==> src/hdl/ssfe_pkg.sv <==
// ----------------------------------------------------------------------------
// ssfe_pkg
// Types and fixed constants shared by the string field extractor modules.
// ----------------------------------------------------------------------------
package ssfe_pkg;

   // configuration register indexes
   localparam logic [1:0] CSR_TABLE_LENGTH    = 2'd0;
   localparam logic [1:0] CSR_STRUCTURE_COUNT = 2'd1;
   localparam logic [1:0] CSR_WANTED_TYPE     = 2'd2;
   localparam logic [1:0] CSR_FIELD_OFFSET    = 2'd3;

   localparam int CSR_DATA_W = 16;

   // register values after reset
   localparam logic [7:0] RESET_WANTED_TYPE  = 8'd3;
   localparam logic [7:0] RESET_FIELD_OFFSET = 8'd8;

   // walk phases
   localparam logic [1:0] PH_FORMATTED = 2'd0;
   localparam logic [1:0] PH_COLLECT   = 2'd1;
   localparam logic [1:0] PH_SKIP      = 2'd2;

   // result status codes
   localparam logic [1:0] ST_BYTE     = 2'd0;
   localparam logic [1:0] ST_EMPTY    = 2'd1;
   localparam logic [1:0] ST_NOTFOUND = 2'd2;

   // answer event kinds
   localparam logic [1:0] EVT_NOTFOUND = 2'd0;
   localparam logic [1:0] EVT_EMPTY    = 2'd1;
   localparam logic [1:0] EVT_STRING   = 2'd2;

   localparam logic [7:0] MIN_LENGTH = 8'd4;

   // buffer fill counter, wide enough for fill counts up to 127
   localparam int FILL_W = 7;

   // output queue
   localparam int FIFO_DEPTH = 4;
   localparam int FIFO_PTR_W = 2;
   localparam int FIFO_CNT_W = 3;

   typedef struct packed {
      logic [7:0] table_byte;
      logic       first_of_table;
   } req_payload_type;

   typedef struct packed {
      logic [7:0] char_value;
      logic [1:0] status;
      logic       is_last;
      logic       truncated;
   } rsp_payload_type;

   typedef struct packed {
      logic              valid;
      logic [1:0]        kind;
      logic [FILL_W-1:0] fill;
      logic              cut;
   } evt_type;

   typedef struct packed {
      logic              en;
      logic [FILL_W-1:0] addr;
      logic [7:0]        data;
   } buf_wr_type;

endpackage

==> src/hdl/ssfe_stream_if.sv <==
// ----------------------------------------------------------------------------
// ssfe_stream_if
// Valid/ready channel carrying one payload item per transfer.
// ----------------------------------------------------------------------------
interface ssfe_stream_if #(
   parameter type payload_type = logic
) ();

   logic        valid;
   logic        ready;
   payload_type payload;

   modport source (output valid, output payload, input ready);
   modport sink   (input valid, input payload, output ready);

endinterface

==> src/hdl/smbios_string_field_extract_core.sv <==
// ----------------------------------------------------------------------------
// smbios_string_field_extract_core
// Looks up one string field of an SMBIOS structure table streamed byte-wise.
// ----------------------------------------------------------------------------
// Usage
//   req_if carries one table byte per transfer; first_of_table restarts the
//   walk at that byte. rsp_if returns the answer: the string bytes (is_last
//   on the final one, truncated on all when the string was cut), or a single
//   empty-string or not-found status item. One answer per table.
//   csr_we/csr_index/csr_wdata write table_length, structure_count,
//   wanted_type and field_offset; write them only while the block is idle.
// Timing
//   Table bytes are taken at one per cycle while req_if ready is high; an
//   answer event holds req_if off while it is raised. A status item reaches
//   rsp_if through the event register and the result queue. A string answer
//   passes the event register, the player and the buffer read register, then
//   streams one byte per cycle out of the string buffer while the queue has
//   room; req_if is held off until the last read has been issued.
// Reset and stalls
//   Reset clears the walk, the player and the result queue; the buffer
//   contents are not cleared. A stalled rsp_if fills the four-entry result
//   queue, after which string playback and req_if ready hold.
// ----------------------------------------------------------------------------
module smbios_string_field_extract_core #(
   parameter int STRING_MAX = 64
) (
   input  logic        clock,
   input  logic        reset,
   ssfe_stream_if.sink   req_if,
   ssfe_stream_if.source rsp_if,
   input  logic        csr_we,
   input  logic [1:0]  csr_index,
   input  logic [15:0] csr_wdata
);
   import ssfe_pkg::*;

   evt_type         evt;
   buf_wr_type      wr;
   logic            req_room;
   logic            req_accept;
   logic            rsp_valid;
   rsp_payload_type rsp_item;

   // a byte transfers when both sides agree
   assign req_if.ready = req_room;
   assign req_accept   = req_if.valid && req_room;

   // walk the table, fill the string buffer, raise the answer event
   ssfe_parser #(
      .STRING_MAX (STRING_MAX)
   ) u_parser (
      .clock       (clock),
      .reset       (reset),
      .csr_we      (csr_we),
      .csr_index   (csr_index),
      .csr_wdata   (csr_wdata),
      .req_accept  (req_accept),
      .req_payload (req_if.payload),
      .evt         (evt),
      .wr          (wr)
   );

   // hold the buffer, play the answer back, queue results
   ssfe_replay #(
      .STRING_MAX (STRING_MAX)
   ) u_replay (
      .clock     (clock),
      .reset     (reset),
      .evt       (evt),
      .wr        (wr),
      .rsp_pop   (rsp_valid && rsp_if.ready),
      .req_room  (req_room),
      .rsp_valid (rsp_valid),
      .rsp_item  (rsp_item)
   );

   assign rsp_if.valid   = rsp_valid;
   assign rsp_if.payload = rsp_item;

endmodule

==> src/hdl/ssfe_parser.sv <==
// ----------------------------------------------------------------------------
// ssfe_parser
// Walks the structure table one byte per transfer, writes the wanted string
// into the string buffer and raises one answer event per table.
// ----------------------------------------------------------------------------
module ssfe_parser #(
   parameter int STRING_MAX = 64
) (
   input  logic                        clock,
   input  logic                        reset,
   input  logic                        csr_we,
   input  logic [1:0]                  csr_index,
   input  logic [15:0]                 csr_wdata,
   input  logic                        req_accept,
   input  ssfe_pkg::req_payload_type   req_payload,
   output ssfe_pkg::evt_type           evt,
   output ssfe_pkg::buf_wr_type        wr
);
   import ssfe_pkg::*;

   localparam logic [FILL_W-1:0] FILL_CAP = FILL_W'(STRING_MAX);

   logic [15:0] table_length_ff;
   logic [15:0] structure_count_ff;
   logic [7:0]  wanted_type_ff;
   logic [7:0]  field_offset_ff;

   logic [1:0]        phase_ff,     phase_in;
   logic [15:0]       table_pos_ff, table_pos_in;
   logic [15:0]       seen_ff,      seen_in;
   logic [7:0]        pos_in_ff,    pos_in_in;
   logic [7:0]        type_ff,      type_in;
   logic [7:0]        length_ff,    length_in;
   logic [7:0]        wanted_ff,    wanted_in;
   logic              cand_ff,      cand_in;
   logic              prev_zero_ff, prev_zero_in;
   logic [7:0]        done_ff,      done_in;
   logic [FILL_W-1:0] fill_ff,      fill_in;
   logic              cut_ff,       cut_in;
   logic              answered_ff,  answered_in;
   evt_type           evt_ff,       evt_in;

   logic [7:0]  b;
   logic [15:0] pos_cur;
   logic        restart;
   logic        first_str;
   logic        at_start;
   logic        terminator;
   logic        answer_now;
   logic [8:0]  cur_string;

   assign b       = req_payload.table_byte;
   assign restart = req_accept && req_payload.first_of_table;

   // configuration registers
   always_ff @(posedge clock) begin
      if (reset) begin
         table_length_ff    <= '0;
         structure_count_ff <= '0;
         wanted_type_ff     <= RESET_WANTED_TYPE;
         field_offset_ff    <= RESET_FIELD_OFFSET;
      end else if (csr_we) begin
         case (csr_index)
            CSR_TABLE_LENGTH:    table_length_ff    <= csr_wdata;
            CSR_STRUCTURE_COUNT: structure_count_ff <= csr_wdata;
            CSR_WANTED_TYPE:     wanted_type_ff     <= csr_wdata[7:0];
            CSR_FIELD_OFFSET:    field_offset_ff    <= csr_wdata[7:0];
            default: begin
            end
         endcase
      end
   end

   always_comb begin
      // restart values take effect for the byte that carries the mark
      phase_in     = restart ? PH_FORMATTED : phase_ff;
      table_pos_in = restart ? '0 : table_pos_ff;
      seen_in      = restart ? '0 : seen_ff;
      pos_in_in    = restart ? '0 : pos_in_ff;
      type_in      = restart ? '0 : type_ff;
      length_in    = restart ? '0 : length_ff;
      wanted_in    = restart ? '0 : wanted_ff;
      cand_in      = restart ? 1'b0 : cand_ff;
      prev_zero_in = restart ? 1'b0 : prev_zero_ff;
      done_in      = restart ? '0 : done_ff;
      fill_in      = restart ? '0 : fill_ff;
      cut_in       = restart ? 1'b0 : cut_ff;
      answered_in  = restart ? 1'b0 : answered_ff;

      evt_in     = '0;
      wr         = '0;
      pos_cur    = table_pos_in;
      first_str  = 1'b0;
      at_start   = 1'b0;
      terminator = 1'b0;
      answer_now = 1'b0;
      cur_string = 9'({1'b0, done_in} + 9'd1);

      if (req_accept && !answered_in) begin
         if (pos_cur >= table_length_ff) begin
            evt_in.valid = 1'b1;
            evt_in.kind  = EVT_NOTFOUND;
            answered_in  = 1'b1;
         end else if (phase_in == PH_FORMATTED && pos_in_in == 8'd0 &&
                      (seen_in >= structure_count_ff ||
                       ({1'b0, pos_cur} + 17'd4) > {1'b0, table_length_ff})) begin
            // all structures seen or no room for another structure
            evt_in.valid = 1'b1;
            evt_in.kind  = EVT_NOTFOUND;
            answered_in  = 1'b1;
         end else begin
            table_pos_in = pos_cur + 16'd1;
            if (phase_in == PH_FORMATTED) begin
               if (pos_in_in == 8'd0) begin
                  type_in = b;
               end
               if (pos_in_in == 8'd1) begin
                  length_in = (b < MIN_LENGTH) ? MIN_LENGTH : b;
                  cand_in   = (type_in == wanted_type_ff) && (length_in > field_offset_ff);
               end
               if (pos_in_in == field_offset_ff) begin
                  wanted_in = b;
               end
               pos_in_in = pos_in_in + 8'd1;
               // formatted area ends: move to the string set
               if (pos_in_in != 8'd1 && ({1'b0, pos_in_in} >= {1'b0, length_in})) begin
                  phase_in     = (cand_in && wanted_in != 8'd0) ? PH_COLLECT : PH_SKIP;
                  pos_in_in    = '0;
                  prev_zero_in = 1'b0;
                  done_in      = '0;
                  fill_in      = '0;
                  cut_in       = 1'b0;
               end
            end else begin
               first_str  = (pos_in_in == 8'd0);
               at_start   = first_str || prev_zero_in;
               terminator = !first_str && prev_zero_in && b == 8'd0;
               if (phase_in == PH_COLLECT) begin
                  if (at_start && b == 8'd0) begin
                     fill_in  = '0;
                     phase_in = PH_SKIP;
                  end else if (cur_string == {1'b0, wanted_in}) begin
                     if (b == 8'd0) begin
                        phase_in = PH_SKIP;
                     end else if (fill_in < FILL_CAP) begin
                        wr.en   = 1'b1;
                        wr.addr = fill_in;
                        wr.data = b;
                        fill_in = fill_in + 1'b1;
                     end else begin
                        cut_in = 1'b1;
                     end
                  end else if (b == 8'd0) begin
                     done_in = done_in + 8'd1;
                  end
               end
               prev_zero_in = (b == 8'd0);
               pos_in_in    = 8'd1;
               if (terminator) begin
                  seen_in = seen_in + 16'd1;
                  if (cand_in) begin
                     answer_now   = 1'b1;
                     evt_in.valid = 1'b1;
                     evt_in.kind  = (fill_in == '0) ? EVT_EMPTY : EVT_STRING;
                     evt_in.fill  = fill_in;
                     evt_in.cut   = cut_in;
                     answered_in  = 1'b1;
                  end else begin
                     phase_in  = PH_FORMATTED;
                     pos_in_in = '0;
                     cand_in   = 1'b0;
                  end
               end
            end
            // last table byte without an answer
            if (!answer_now && ({1'b0, pos_cur} + 17'd1) >= {1'b0, table_length_ff}) begin
               evt_in.valid = 1'b1;
               evt_in.kind  = EVT_NOTFOUND;
               evt_in.fill  = '0;
               evt_in.cut   = 1'b0;
               answered_in  = 1'b1;
            end
         end
      end
   end

   always_ff @(posedge clock) begin
      if (reset) begin
         phase_ff     <= PH_FORMATTED;
         table_pos_ff <= '0;
         seen_ff      <= '0;
         pos_in_ff    <= '0;
         type_ff      <= '0;
         length_ff    <= '0;
         wanted_ff    <= '0;
         cand_ff      <= 1'b0;
         prev_zero_ff <= 1'b0;
         done_ff      <= '0;
         fill_ff      <= '0;
         cut_ff       <= 1'b0;
         answered_ff  <= 1'b0;
         evt_ff       <= '0;
      end else begin
         evt_ff <= evt_in;
         if (req_accept) begin
            phase_ff     <= phase_in;
            table_pos_ff <= table_pos_in;
            seen_ff      <= seen_in;
            pos_in_ff    <= pos_in_in;
            type_ff      <= type_in;
            length_ff    <= length_in;
            wanted_ff    <= wanted_in;
            cand_ff      <= cand_in;
            prev_zero_ff <= prev_zero_in;
            done_ff      <= done_in;
            fill_ff      <= fill_in;
            cut_ff       <= cut_in;
            answered_ff  <= answered_in;
         end
      end
   end

   assign evt = evt_ff;

endmodule

==> src/hdl/ssfe_replay.sv <==
// ----------------------------------------------------------------------------
// ssfe_replay
// Holds the string buffer memory, plays a found string back one byte per
// cycle while the queue has room and queues items for the result channel.
// ----------------------------------------------------------------------------
module ssfe_replay #(
   parameter int STRING_MAX = 64
) (
   input  logic                       clock,
   input  logic                       reset,
   input  ssfe_pkg::evt_type          evt,
   input  ssfe_pkg::buf_wr_type       wr,
   input  logic                       rsp_pop,
   output logic                       req_room,
   output logic                       rsp_valid,
   output ssfe_pkg::rsp_payload_type  rsp_item
);
   import ssfe_pkg::*;

   localparam int ADDR_W = (STRING_MAX > 1) ? $clog2(STRING_MAX) : 1;

   logic [7:0] mem [STRING_MAX];

   logic              active_ff,   active_in;
   logic [FILL_W-1:0] rd_idx_ff,   rd_idx_in;
   logic [FILL_W-1:0] fill_ff,     fill_in;
   logic              cut_ff,      cut_in;
   logic              inflight_ff;
   logic              infl_last_ff;
   logic [7:0]        rdata_ff;

   rsp_payload_type       fifo_ff [FIFO_DEPTH];
   logic [FIFO_PTR_W-1:0] head_ff, head_in;
   logic [FIFO_PTR_W-1:0] tail_ff, tail_in;
   logic [FIFO_CNT_W-1:0] count_ff, count_in;

   logic                  issue;
   logic                  issue_last;
   logic                  push;
   rsp_payload_type       push_item;
   logic [FIFO_CNT_W-1:0] occupied;

   assign occupied   = count_ff + FIFO_CNT_W'(inflight_ff);
   assign issue      = active_ff && (occupied < FIFO_CNT_W'(FIFO_DEPTH));
   assign issue_last = (rd_idx_ff + 1'b1) == fill_ff;

   // take a new byte only with the player idle, no event pending and a queue slot free
   assign req_room = !active_ff && !evt.valid && (occupied < FIFO_CNT_W'(FIFO_DEPTH));

   always_ff @(posedge clock) begin
      if (wr.en) begin
         mem[wr.addr[ADDR_W-1:0]] <= wr.data;
      end
   end

   always_ff @(posedge clock) begin
      if (issue) begin
         rdata_ff     <= mem[rd_idx_ff[ADDR_W-1:0]];
         infl_last_ff <= issue_last;
      end
   end

   always_comb begin
      active_in = active_ff;
      rd_idx_in = rd_idx_ff;
      fill_in   = fill_ff;
      cut_in    = cut_ff;
      if (evt.valid && evt.kind == EVT_STRING) begin
         active_in = 1'b1;
         rd_idx_in = '0;
         fill_in   = evt.fill;
         cut_in    = evt.cut;
      end else if (issue) begin
         rd_idx_in = rd_idx_ff + 1'b1;
         if (issue_last) begin
            active_in = 1'b0;
         end
      end
   end

   always_comb begin
      push_item = '0;
      push      = 1'b0;
      if (inflight_ff) begin
         push                 = 1'b1;
         push_item.char_value = rdata_ff;
         push_item.status     = ST_BYTE;
         push_item.is_last    = infl_last_ff;
         push_item.truncated  = cut_ff;
      end else if (evt.valid && evt.kind != EVT_STRING) begin
         push              = 1'b1;
         push_item.status  = (evt.kind == EVT_EMPTY) ? ST_EMPTY : ST_NOTFOUND;
         push_item.is_last = 1'b1;
      end
      head_in  = rsp_pop ? head_ff + 1'b1 : head_ff;
      tail_in  = push ? tail_ff + 1'b1 : tail_ff;
      count_in = count_ff + FIFO_CNT_W'(push) - FIFO_CNT_W'(rsp_pop);
   end

   always_ff @(posedge clock) begin
      if (push) begin
         fifo_ff[tail_ff] <= push_item;
      end
      fill_ff <= fill_in;
      cut_ff  <= cut_in;
   end

   always_ff @(posedge clock) begin
      if (reset) begin
         active_ff   <= 1'b0;
         rd_idx_ff   <= '0;
         inflight_ff <= 1'b0;
         head_ff     <= '0;
         tail_ff     <= '0;
         count_ff    <= '0;
      end else begin
         active_ff   <= active_in;
         rd_idx_ff   <= rd_idx_in;
         inflight_ff <= issue;
         head_ff     <= head_in;
         tail_ff     <= tail_in;
         count_ff    <= count_in;
      end
   end

   assign rsp_valid = (count_ff != '0);
   assign rsp_item  = fifo_ff[head_ff];

endmodule
==> src/flat_wrapper.sv <==
// flat-port wrapper written by rule: the top's interface ports become plain ports
module smbios_string_field_extract_core_flat import ssfe_pkg::*;
#(
   parameter int STRING_MAX = 64
)
  (clock, reset, csr_we, csr_index, csr_wdata, req_if_valid, req_if_payload, req_if_ready, rsp_if_valid, rsp_if_payload, rsp_if_ready);
  ssfe_stream_if req_if_i ();
  ssfe_stream_if rsp_if_i ();
  input  logic clock;
  input  logic reset;
  input  logic csr_we;
  input  logic [1:0] csr_index;
  input  logic [15:0] csr_wdata;
  input wire logic [$bits(req_if_i.valid)-1:0] req_if_valid;
  input wire logic [$bits(req_if_i.payload)-1:0] req_if_payload;
  output wire logic [$bits(req_if_i.ready)-1:0] req_if_ready;
  output wire logic [$bits(rsp_if_i.valid)-1:0] rsp_if_valid;
  output wire logic [$bits(rsp_if_i.payload)-1:0] rsp_if_payload;
  input wire logic [$bits(rsp_if_i.ready)-1:0] rsp_if_ready;
  assign req_if_i.valid = req_if_valid;
  assign req_if_i.payload = req_if_payload;
  assign req_if_ready = req_if_i.ready;
  assign rsp_if_valid = rsp_if_i.valid;
  assign rsp_if_payload = rsp_if_i.payload;
  assign rsp_if_i.ready = rsp_if_ready;
  smbios_string_field_extract_core #(.STRING_MAX(STRING_MAX)) u_core (.clock(clock), .reset(reset), .req_if(req_if_i), .rsp_if(rsp_if_i), .csr_we(csr_we), .csr_index(csr_index), .csr_wdata(csr_wdata));
endmodule
==> config.mk <==
export PLATFORM = sky130hd
export DESIGN_NAME = smbios_string_field_extract_core_flat
export DESIGN_NICKNAME = d
export VERILOG_FILES = /design/src/hdl/ssfe_pkg.sv /design/src/hdl/ssfe_stream_if.sv /design/src/hdl/smbios_string_field_extract_core.sv /design/src/hdl/ssfe_parser.sv /design/src/hdl/ssfe_replay.sv /design/src/flat_wrapper.sv
export SDC_FILE = /design/constraint.sdc
export NUM_CORES = 1
export LEC_CHECK = 0
export BUFFER_PORTS_ARGS = -buffer_cell sky130_fd_sc_hd__buf_4
export CAP_MARGIN = 20
export CORE_UTILIZATION = 45
export DETAILED_ROUTE_END_ITERATION = 16
export PLACE_DENSITY = 0.64
export SLEW_MARGIN = 20
export SYNTH_ARGS = -nofsm -noshare
export SYNTH_HDL_FRONTEND = slang
export SYNTH_SLANG_ARGS = --single-unit
==> constraint.sdc <==
create_clock -name clock -period 8.7 [get_ports clock]
set_clock_uncertainty 0.2 [all_clocks]
set_input_delay 1.305 -clock clock [delete_from_list [all_inputs] [get_ports clock]]
set_output_delay 1.305 -clock clock [all_outputs]
set_load 0.02 [all_outputs]
==> impl_summary.txt <==
----------------------------------------------------
[Finish]
  Layout cells sized above 1 ... 7.149%
  Fillers ... 2110
  Leading cell type in the layout, fill and taps excluded ... sky130_fd_sc_hd__nand2_1
  Diodes inserted ... 0
  Fin nets ... 1353
  Synthesis-to-finish area growth ... 9.477%
  Top library cells by usage in the layout, fill and taps aside ... 175 x sky130_fd_sc_hd__nand2_1, 162 x sky130_fd_sc_hd__dfxtp_1, 112 x sky130_fd_sc_hd__a21oi_1
  Core utilization of the finished layout ... 50.68%

[Critical path]
  Category of the worst setup path capture point ... register
  Reg-to-reg startpoint ... u_core.u_replay.count_ff[1]$_SDFF_PP0_
  Required arrival time at the worst endpoint ... 8830 ps
  Worst Path Max Fanout ... 26
  Crit Path Class ... input port to register
  R2R Setup Slk ... 3120 ps
  List of cells traversed by the critical path ... buf_4, clkinv_1, nor4_4, nor2_1, ha_1, a211oi_1, nand2_1, o221a_2, o41ai_1, a21oi_1, o21a_1, or2_1, o31a_1, and2_1
  Number of buffer and inverter instances along the worst setup path ... 2
  Cell family with the largest share of critical-path delay ... simple AND/OR/NAND/NOR gates
  Slowest cell on crit path ... sky130_fd_sc_hd__nor4_4
  Critical register-to-register path endpoint ... u_core.u_parser.wanted_ff[4]$_SDFFE_PP0N_
  Number of cell instances on the worst register-to-register path ... 18
  Critical path startpoint ... req_if_payload
  Data arrival time of the worst path ... 5920 ps
  Launching element type of the critical path ... input port
  Critical Path Max Stage Delay ... 960 ps

[Power and ir drop]
  Leakage power ... 4.275 nW
  Net switching fraction of the power ... 30.92%
  Power after layout ... 1.904 mW
  Peak VDD IR ... 110.2 uV
  Pwr/cell area ... 171.1 mW/mm2
  Combinational group share of total power ... 15.2%
  Fraction of power consumed by sequential logic ... 44.6%
  Part of the power in the clock network ... 40.2%
  Cell internal pwr ... 1.315 mW
  Net load switching power ... 0.5887 mW

[STA]
  Final critical-path required period ... 5790 ps
  Summed negative setup slack over all endpoints ... 0 ps
  Unrepaired setup endpoints after global routing ... false
  Final period utilization ... 66.55%
  Remaining max-slew budget at the tightest pin ... 28.82%
  Transition time at the pin with the least slew margin ... 1063 ps
  Min setup slack post-route ... 2910 ps
  Achievable clock frequency ... 172.7 MHz
  Final max-slew violation count ... 0
  # setup viols final ... 0
  Final hold vios ... 0

[Die]
  Die Ht ... 152.3 um
  Area enclosed by the die boundary ... 0.02320 mm2
  Num ports ... 27
  Initial standard-cell utilization of the core ... 46.30%
  Chip width ... 152.3 um
  Area of the core ... 0.02196 mm2
  Total number of placement rows ... 54

[Drt]
  Average detailed-routed wire length per instance ... 16.55 um
  Per-cell via count in the routed design ... 5.652
  Number of routed nets with antenna violations ... 0
  Vias ... 8698
  DRC ... 1
  Initial detailed-routing violation count ... 691
  Wirelength, routed ... 25480 um
  Detailed Routing Iterations Pass 1 ... 11

[CTS]
  Clock Path Buffers ... 2
  Number of clock sinks ... 174
  Hold-fix buffers, CTS ... 0
  Number of H-tree levels ... 4
  Number of buffers inserted during clock tree synthesis ... 17
  Latest clock arrival within the worst-skew pair ... 440 ps
  CTS root buf ... sky130_fd_sc_hd__clkbuf_16
  Post-CTS setup buffer count ... 0
  Cts repair resizes ... 0
  TritonCTS clock tree ... built
  Reg clk slew, reported paths ... 70 ps

[Placed design]
  Count of input and output buffers ... 26
  Weighted congestion at the end of routability-driven global placement ... 0.9385
  Final HPWL from detailed placement ... 18810 um
  Post-placement worst setup slack ... 2531 ps

[Logic synthesis]
  Fraction of synthesis flops using an asynchronous set or reset pin ... 0%
  Count of flip-flops with a built-in enable after synthesis ... 12
  Synthesized area per cell ... 8.120 um2
  Number of standard cells after synthesis ... 1252
  Flop and latch count out of synthesis ... 174
  Area fraction of the dominant cell type after synthesis ... 31.90%
  Netlist area before placement ... 0.01017 mm2
  Biggest area consumer among synthesized cells ... sky130_fd_sc_hd__dfxtp_1
  Syn nets ... 1359
  Number of unique standard cell types used by synthesis ... 75
  Area contributors post-synth ... sky130_fd_sc_hd__dfxtp_1 32%, sky130_fd_sc_hd__ha_1 10%, sky130_fd_sc_hd__nand2_1 6.5%
  Count of synthesis-stage warnings from yosys ... 0
  Fraction of the yosys area taken by sequential cells ... 35.45%
  Most used flip-flop cell after synthesis ... sky130_fd_sc_hd__dfxtp_1

[GRT]
  Via count of the first global-routing pass ... 7992
  Number of antenna violations at the first check in global routing ... 0
  Remaining global-route overflow ... 0
  Global-route wire length before repair ... 41370 um
  Total global routing track utilization ... 22.26%
  Pin count of the biggest net entering global routing ... 69

[Job]
  Number of maximum-capacitance constraint violations ... 0

[Worst hold path]
  Min-Delay Path Depth ... 0
  Class of the worst hold path ... register to register
  Min-delay src ... u_core.u_parser.evt[7]$_SDFF_PP0_
  Worst min-delay path endpoint ... u_core.u_replay.fill_ff[6]$_DFFE_PP_

[Outcome]
  Status ... finished, violations left
  Violated checks ... design-rule violations

----------------------------------------------------
## cell usage after synthesis, types with 7 or more instances
| cell | number |
|---|---|
| sky130_fd_sc_hd__a21o_1 | 18 |
| sky130_fd_sc_hd__a21oi_1 | 112 |
| sky130_fd_sc_hd__a31oi_1 | 10 |
| sky130_fd_sc_hd__and2_1 | 57 |
| sky130_fd_sc_hd__and3_1 | 20 |
| sky130_fd_sc_hd__clkbuf_1 | 47 |
| sky130_fd_sc_hd__dfxtp_1 | 162 |
| sky130_fd_sc_hd__edfxtp_1 | 12 |
| sky130_fd_sc_hd__ha_1 | 82 |
| sky130_fd_sc_hd__inv_1 | 58 |
| sky130_fd_sc_hd__nand2_1 | 176 |
| sky130_fd_sc_hd__nand2b_1 | 13 |
| sky130_fd_sc_hd__nand3_1 | 50 |
| sky130_fd_sc_hd__nand4_1 | 19 |
| sky130_fd_sc_hd__nor2_1 | 98 |
| sky130_fd_sc_hd__nor2b_1 | 14 |
| sky130_fd_sc_hd__nor3_1 | 21 |
| sky130_fd_sc_hd__nor4_1 | 15 |
| sky130_fd_sc_hd__o21ai_0 | 42 |
| sky130_fd_sc_hd__o32ai_1 | 7 |
| sky130_fd_sc_hd__or2_2 | 8 |
| sky130_fd_sc_hd__or3_1 | 19 |
| sky130_fd_sc_hd__xnor2_1 | 55 |
| sky130_fd_sc_hd__xor2_1 | 25 |
## kinds of logic (layout without fill, tap and decap cells)
family	Yosys count	count (layout)	share of synthesized area [%]
muxes	4	4	0.5292
buffers and inverters	117	124	4.689
xor gates and xnor gates	81	81	7.052
AOI/OAI and AO/OA	247	247	15.18
DFF	174	174	35.45
adders and majority gates	83	83	10.29
and+or+nand+nor	546	546	26.82
## worst reg2reg max path, delay by kind of cell, from the launching register on
kind / cells / cell delay [ps]
and+or+nand+nor: 10 / 2700
adders and majority gates: 1 / 310
AOI/OAI and AO/OA: 6 / 1800
DFF: 1 / 420
xor gates and xnor gates: 1 / 110
## power by group through the flow
stage | logic [mW] | registers [mW] | clock network (mW)
5_1_grt | 0.319 | 0.853 | 0.809
3_3_place_gp | 0.284 | 0.867 | 0
6_report | 0.289 | 0.849 | 0.766
3_5_place_dp | 0.285 | 0.868 | 0
2_1_floorplan | 0.208 | 0.859 | 0
4_1_cts | 0.288 | 0.849 | 0.777
## area by class of cell
type | instances | area (um2) | area share (%)
Timing Repair Buffer | 33 | 247.7 | 2.226
Sequential cell | 174 | 3603 | 32.38
Clock buffer | 17 | 425.4 | 3.822
Tap cell | 280 | 350.3 | 3.148
Clock inverter | 15 | 171.4 | 1.540
Inverter | 59 | 221.5 | 1.990
Multi-Input combinational cell | 961 | 6110 | 54.90
## state kept, by name, summed over array words and instances, names as in the netlist, 2 cells and up, named ones only
register / cells
u_core.u_parser.done_ff: 8
u_core.u_parser.evt: 11
u_core.u_parser.field_offset_ff: 8
u_core.u_parser.fill_ff: 7
u_core.u_parser.length_ff: 8
u_core.u_parser.phase_ff: 2
u_core.u_parser.pos_in_ff: 8
u_core.u_parser.seen_ff: 16
u_core.u_parser.structure_count_ff: 16
u_core.u_parser.table_length_ff: 16
u_core.u_parser.table_pos_ff: 16
u_core.u_parser.type_ff: 8
u_core.u_parser.wanted_ff: 8
u_core.u_parser.wanted_type_ff: 8
u_core.u_replay.count_ff: 3
u_core.u_replay.fifo_ff: 4
u_core.u_replay.fill_ff: 7
u_core.u_replay.head_ff: 2
u_core.u_replay.rd_idx_ff: 7
u_core.u_replay.tail_ff: 2
## metal layers
metal | vias to the layer above | track usage (%) | routed length, um | part of all wire (%)
li1 | 4348 | - | - | -
met1 | 4067 | 29.85 | 12060 | 47
met2 | 237 | 36.12 | 11670 | 46
met3 | 46 | 4.124 | 1212 | 4.8
met4 | 0 | 7.094 | 530 | 2.1
met5 | - | 0 | 0 | 0
## metrics by stage
step	instance area [um2]	instances	hold slack [ps]
2_1_floorplan	10170	1252	185.5
3_3_place_gp	10530	1506	186.4
3_5_place_dp	10530	1506	189.6
4_1_cts	11120	1538	207.0
5_1_grt	11130	1539	214.0
6_report	11130	1539	204.0
## how the worst max path moves through the flow
stage          cells after the start                                         to
4_1_cts                           15  u_core.u_parser.length_ff[0]$_SDFFE_PP0N_
3_3_place_gp                      15  u_core.u_parser.length_ff[5]$_SDFFE_PP0N_
2_1_floorplan                     18  u_core.u_parser.length_ff[2]$_SDFFE_PP0N_
5_1_grt                           15  u_core.u_parser.length_ff[4]$_SDFFE_PP0N_
3_5_place_dp                      15  u_core.u_parser.length_ff[0]$_SDFFE_PP0N_
6_report                          14  u_core.u_parser.wanted_ff[4]$_SDFFE_PP0N_
Power figures use the tool's default switching activity.
